`config.mk`:
```
export PLATFORM = sky130hd
export DESIGN_NAME = tbo_orient
export DESIGN_NICKNAME = d
export VERILOG_FILES = /design/src/tbo_pkg.sv /design/src/tbo_orient.sv
export SDC_FILE = /design/constraint.sdc
export NUM_CORES = 2
export LEC_CHECK = 0
export BUFFER_PORTS_ARGS = -buffer_cell sky130_fd_sc_hd__buf_2
export CAP_MARGIN = 20
export CORE_UTILIZATION = 50
export DETAILED_ROUTE_END_ITERATION = 7
export PLACE_DENSITY = 0.72
export SKIP_LAST_GASP = 1
export SLEW_MARGIN = 20
export SYNTH_ARGS = -nofsm -noshare
export SYNTH_HDL_FRONTEND = slang
export SYNTH_SLANG_ARGS = --single-unit
```
`constraint.sdc`:
```
create_clock -name clk -period 19.9 [get_ports clk]
set_input_delay 0.995 -clock clk [delete_from_list [all_inputs] [get_ports clk]]
set_output_delay 0.995 -clock clk [all_outputs]
set_load 0.005 [all_outputs]
```
`src/tbo_pkg.sv`:
```
// ----------------------------------------------------------------------------
// tbo_pkg: shared types and constants for the triangle/box overlap test
// Holds the default coordinate width and the sign code used by orientation
// results.
// ----------------------------------------------------------------------------
package tbo_pkg;

  localparam int COORD_WIDTH_DEF = 16;

  // Sign of a value: negative, zero, or (neither) positive.
  typedef struct packed {
    logic neg;
    logic zero;
  } sgn_t;

  // Sign of the product of two signed values, given their signs.
  function automatic sgn_t sgn_mul(input sgn_t a, input sgn_t b);
    sgn_t r;
    r.zero = a.zero | b.zero;
    r.neg  = ~r.zero & (a.neg ^ b.neg);
    return r;
  endfunction

  // Sign of the negated value.
  function automatic sgn_t sgn_neg(input sgn_t a);
    sgn_t r;
    r.zero = a.zero;
    r.neg  = ~a.zero & ~a.neg;
    return r;
  endfunction

  // Sign of a - b.
  function automatic sgn_t sgn_cmp(input logic signed [63:0] a,
                                   input logic signed [63:0] b);
    sgn_t r;
    r.zero = (a == b);
    r.neg  = (a < b);
    return r;
  endfunction

endpackage

```
`src/tbo_orient.sv`:
```
// ----------------------------------------------------------------------------
// tbo_orient: two-stage orientation sign unit
// Computes the sign of ex*cy - ey*cx. The products are registered first, the
// difference and its sign in the second stage.
// ----------------------------------------------------------------------------
module tbo_orient
  import tbo_pkg::*;
#(
  parameter int W = COORD_WIDTH_DEF
) (
  input  logic               clk,
  input  logic signed [W:0]  ex,
  input  logic signed [W:0]  ey,
  input  logic signed [W:0]  cx,
  input  logic signed [W:0]  cy,
  output sgn_t               sgn
);

  localparam int P = 2 * (W + 1);

  logic signed [P-1:0] p1;
  logic signed [P-1:0] p2;
  logic signed [P:0]   diff;

  always_ff @(posedge clk) begin
    p1 <= ex * cy;
    p2 <= ey * cx;
  end

  assign diff = $signed({p1[P-1], p1}) - $signed({p2[P-1], p2});

  always_ff @(posedge clk) begin
    sgn.neg  <= diff[P];
    sgn.zero <= (diff == '0);
  end

endmodule

```
==> flow_summary.toml <==
[layout]
n_antenna_cell = 0
drive_gt1_share_pct = 3.64
layout.nets = 3608
fin_cells = 3410
syn_to_final_growth_pct = 4.77
finish.utilization_pct = 53.4
fillerInstances = 4538

[yosys]
synth-async-reset-ratio_pct = 0
yosys_warnings = 0
synth.cell_area_sq_um = 25000
synthCells = 2745
avgSynthCellArea_sq_um = 9.12
yosysTopAreaCellShare_pct = 47.4
synth_cell_types = 64
synth_edf_count = 0
synthTopCellsByArea = "fa_1 47%, ha_1 10%, inv_1 10%"
synth_area_leader_cell = "fa_1"
synth_flop_cell = "dfxtp_1"
syn_nets = 3611
ys_ff_latch = 70
yosysSeqAreaShare_pct = 5.60

[floorplan]
start_util_pct = 50.9
die_h_um = 226
die_w_um = 226
die-area_sq_um = 51000
core-area_sq_um = 49200
num_io_pins = 71
num_rows = 81

[cts]
cts.reportedPaths.clkPinSlew_ns = 0.06
numCtsBuffers = 9
h-tree-depth = 3
cts.root.buffer_cell = "clkbuf_16"
cts_hold_buffers = 0
cts.sinks = 70
cts_resized = 0
cts_buffer_depth = 2
cts_tree = "done"
post_cts_buffers = 0
clk_latency_ns = 0.34

[global_route]
grt_pass1_vias = 19900
track_usage_pct = 23.6
grt_max_degree = 18
overflow = 0
antenna_found_initial = 0
grt_pass1_wl_um = 95400

[placed_design]
gp_congestion = 0.916
dp_hpwl_um = 46700
dp.cells = 3395
placement.io_buffers = 70

[critical_path]
worst-r2r-setup-slack_ns = 15.04
reg2reg_to = "sgn[0]$_DFF_P_"
crit_arrival_ns = 7.40
reg2reg_depth = 14
critPathCaptureType = "register"
start_kind = "primary input"
cp_data_required_time_ns = 20.17
reg2reg_from = "p1[0]$_DFF_P_"
critPathKind = "in -> reg"
crit_path_max_fanout = 17

[sta]
maxSlewViolCount = 0
skew_ns = 0.00374
slew_headroom_pct = 54.6
grt_setup_unrepaired = "false"
finalSetupViolCount = 0
clock.fmax_mhz = 140
finalCriticalPeriod_ns = 7.13
hold_viol = 0
fin_setup_tns_ns = 0
finalCritPeriodShare_pct = 35.8
worstMarginPinSlew_ns = 0.664

[min_path]
hp-class = "reg -> reg"
holdCritStartpoint = "p1[33]$_DFF_P_"
min_path_cells = 3
hold_path_end = "sgn[1]$_DFF_P_"

[drt]
drt-initial-drc-count = 1086
ant_nets = 0
wl_um = 54700
drc = 0
vias = 18100
drt-wirelength-per-cell_um = 16.0
drt_pass1_iterations = 5
routed_via_density = 5.30

[status]
status = "complete, no violations"

[flow_run]
max-cap-violations = 0
synthesized netlist by cell type (all sizes together) (15+ instances only):
| cell type | n |
|---|---|
| inv | 675 |
| fa | 593 |
| nand2 | 299 |
| and2 | 296 |
| ha | 204 |
| a21oi | 80 |
| nor2 | 77 |
| clkbuf | 75 |
| dfxtp | 70 |
| xnor2 | 65 |
| o21ai | 50 |
| a21o | 32 |
| nand2b | 22 |
| xor2 | 19 |
| nor3 | 15 |
registers in the layout, indices dropped and copies added, names as in the netlist:
signal and cells:
p2 34, sgn 2, p1 34
cells by family after synthesis:
kind of cell             share of synthesized area [%]
adder cells (fa/ha/maj)                           57.6
AND/OR/NAND/NOR                                   15.5
buffers and inverters                             11.4
AO/OA/AOI/OAI                                     6.82
XOR/XNOR                                          2.94
flip-flops                                        5.60
multiplexers                                     0.165
cell usage in the layout, fill, tap and decap left out, types with 8 or more instances in the layout:
master / netlist / final
a211oi_1: 13 / 13
a21o_1: 32 / 32
a21oi_1: 80 / 80
a31oi_1: 8 / 8
and2_1: 295 / 295
buf_2: 6 / 70
clkbuf_16: 0 / 9
dfxtp_1: 70 / 70
fa_1: 593 / 593
ha_1: 204 / 204
inv_1: 675 / 675
nand2_1: 299 / 299
nand2b_1: 22 / 22
nand3_1: 13 / 13
nand4_1: 8 / 8
nor2_1: 77 / 77
nor2b_1: 10 / 10
nor3_1: 15 / 15
o211ai_1: 10 / 10
o21ai_0: 49 / 49
o21bai_1: 8 / 8
xnor2_1: 65 / 65
xor2_1: 19 / 19
metal layers:
metal | track usage, % | part of all wire (%)
met1 | 30.2 | 40
met2 | 41.1 | 52
met3 | 3.25 | 4.7
met4 | 7.55 | 2.8
met5 | 0 | 0
worst max path at each step:
| stage | start | end | slack (ns) | depth (start not counted) |
|---|---|---|---|---|
| global placement | cy[8] | p1[32]$_DFF_P_ | 12.63 | 23 |
| floorplan | cy[8] | p1[33]$_DFF_P_ | 12.93 | 26 |
| CTS | ey[12] | p2[31]$_DFF_P_ | 12.81 | 23 |
| global route | ex[16] | p1[33]$_DFF_P_ | 12.31 | 25 |
| finish | cy[8] | p1[33]$_DFF_P_ | 12.77 | 25 |
| detailed placement | cx[2] | p2[31]$_DFF_P_ | 12.46 | 23 |
cell type report:
| type | instances | area, sq um | area share [%] |
|---|---|---|---|
| clock buffer | 9 | 225 | 0.858 |
| multi-input combinational | 1916 | 20800 | 79.2 |
| sequential | 70 | 1400 | 5.34 |
| clock inverter | 6 | 111 | 0.424 |
| tap | 664 | 831 | 3.17 |
| timing repair buffer | 70 | 350 | 1.34 |
| inverter | 675 | 2530 | 9.66 |
worst max-delay path: stages:
cell	delay, ns
buf_2	0.35
nand2_1	0.14
fa_1	0.57
inv_1	0.06
fa_1	0.51
inv_1	0.06
fa_1	0.52
inv_1	0.05
fa_1	0.45
fa_1	0.49
inv_1	0.04
fa_1	0.47
inv_1	0.04
ha_1	0.34
and4_1	0.24
and2_1	0.18
a221oi_1	0.33
a31o_2	0.26
o21bai_1	0.10
a31oi_1	0.43
o31a_1	0.23
a21oi_1	0.09
o21ai_0	0.23
a21oi_1	0.10
a31oi_1	0.13
per-stage QoR:
stage	hold WS, ns	worst slack [ns]	area, sq um
6_report	0.780	12.77	26200
2_1_floorplan	0.632	12.93	25000
3_5_place_dp	0.784	12.46	25900
4_1_cts	0.800	12.81	26200
3_3_place_gp	0.790	12.63	25900
5_1_grt	0.824	12.31	26200
Power is left out: the tool's default activity adds up to more than one toggle a clock period on the data nets, which glitch-free logic cannot reach.
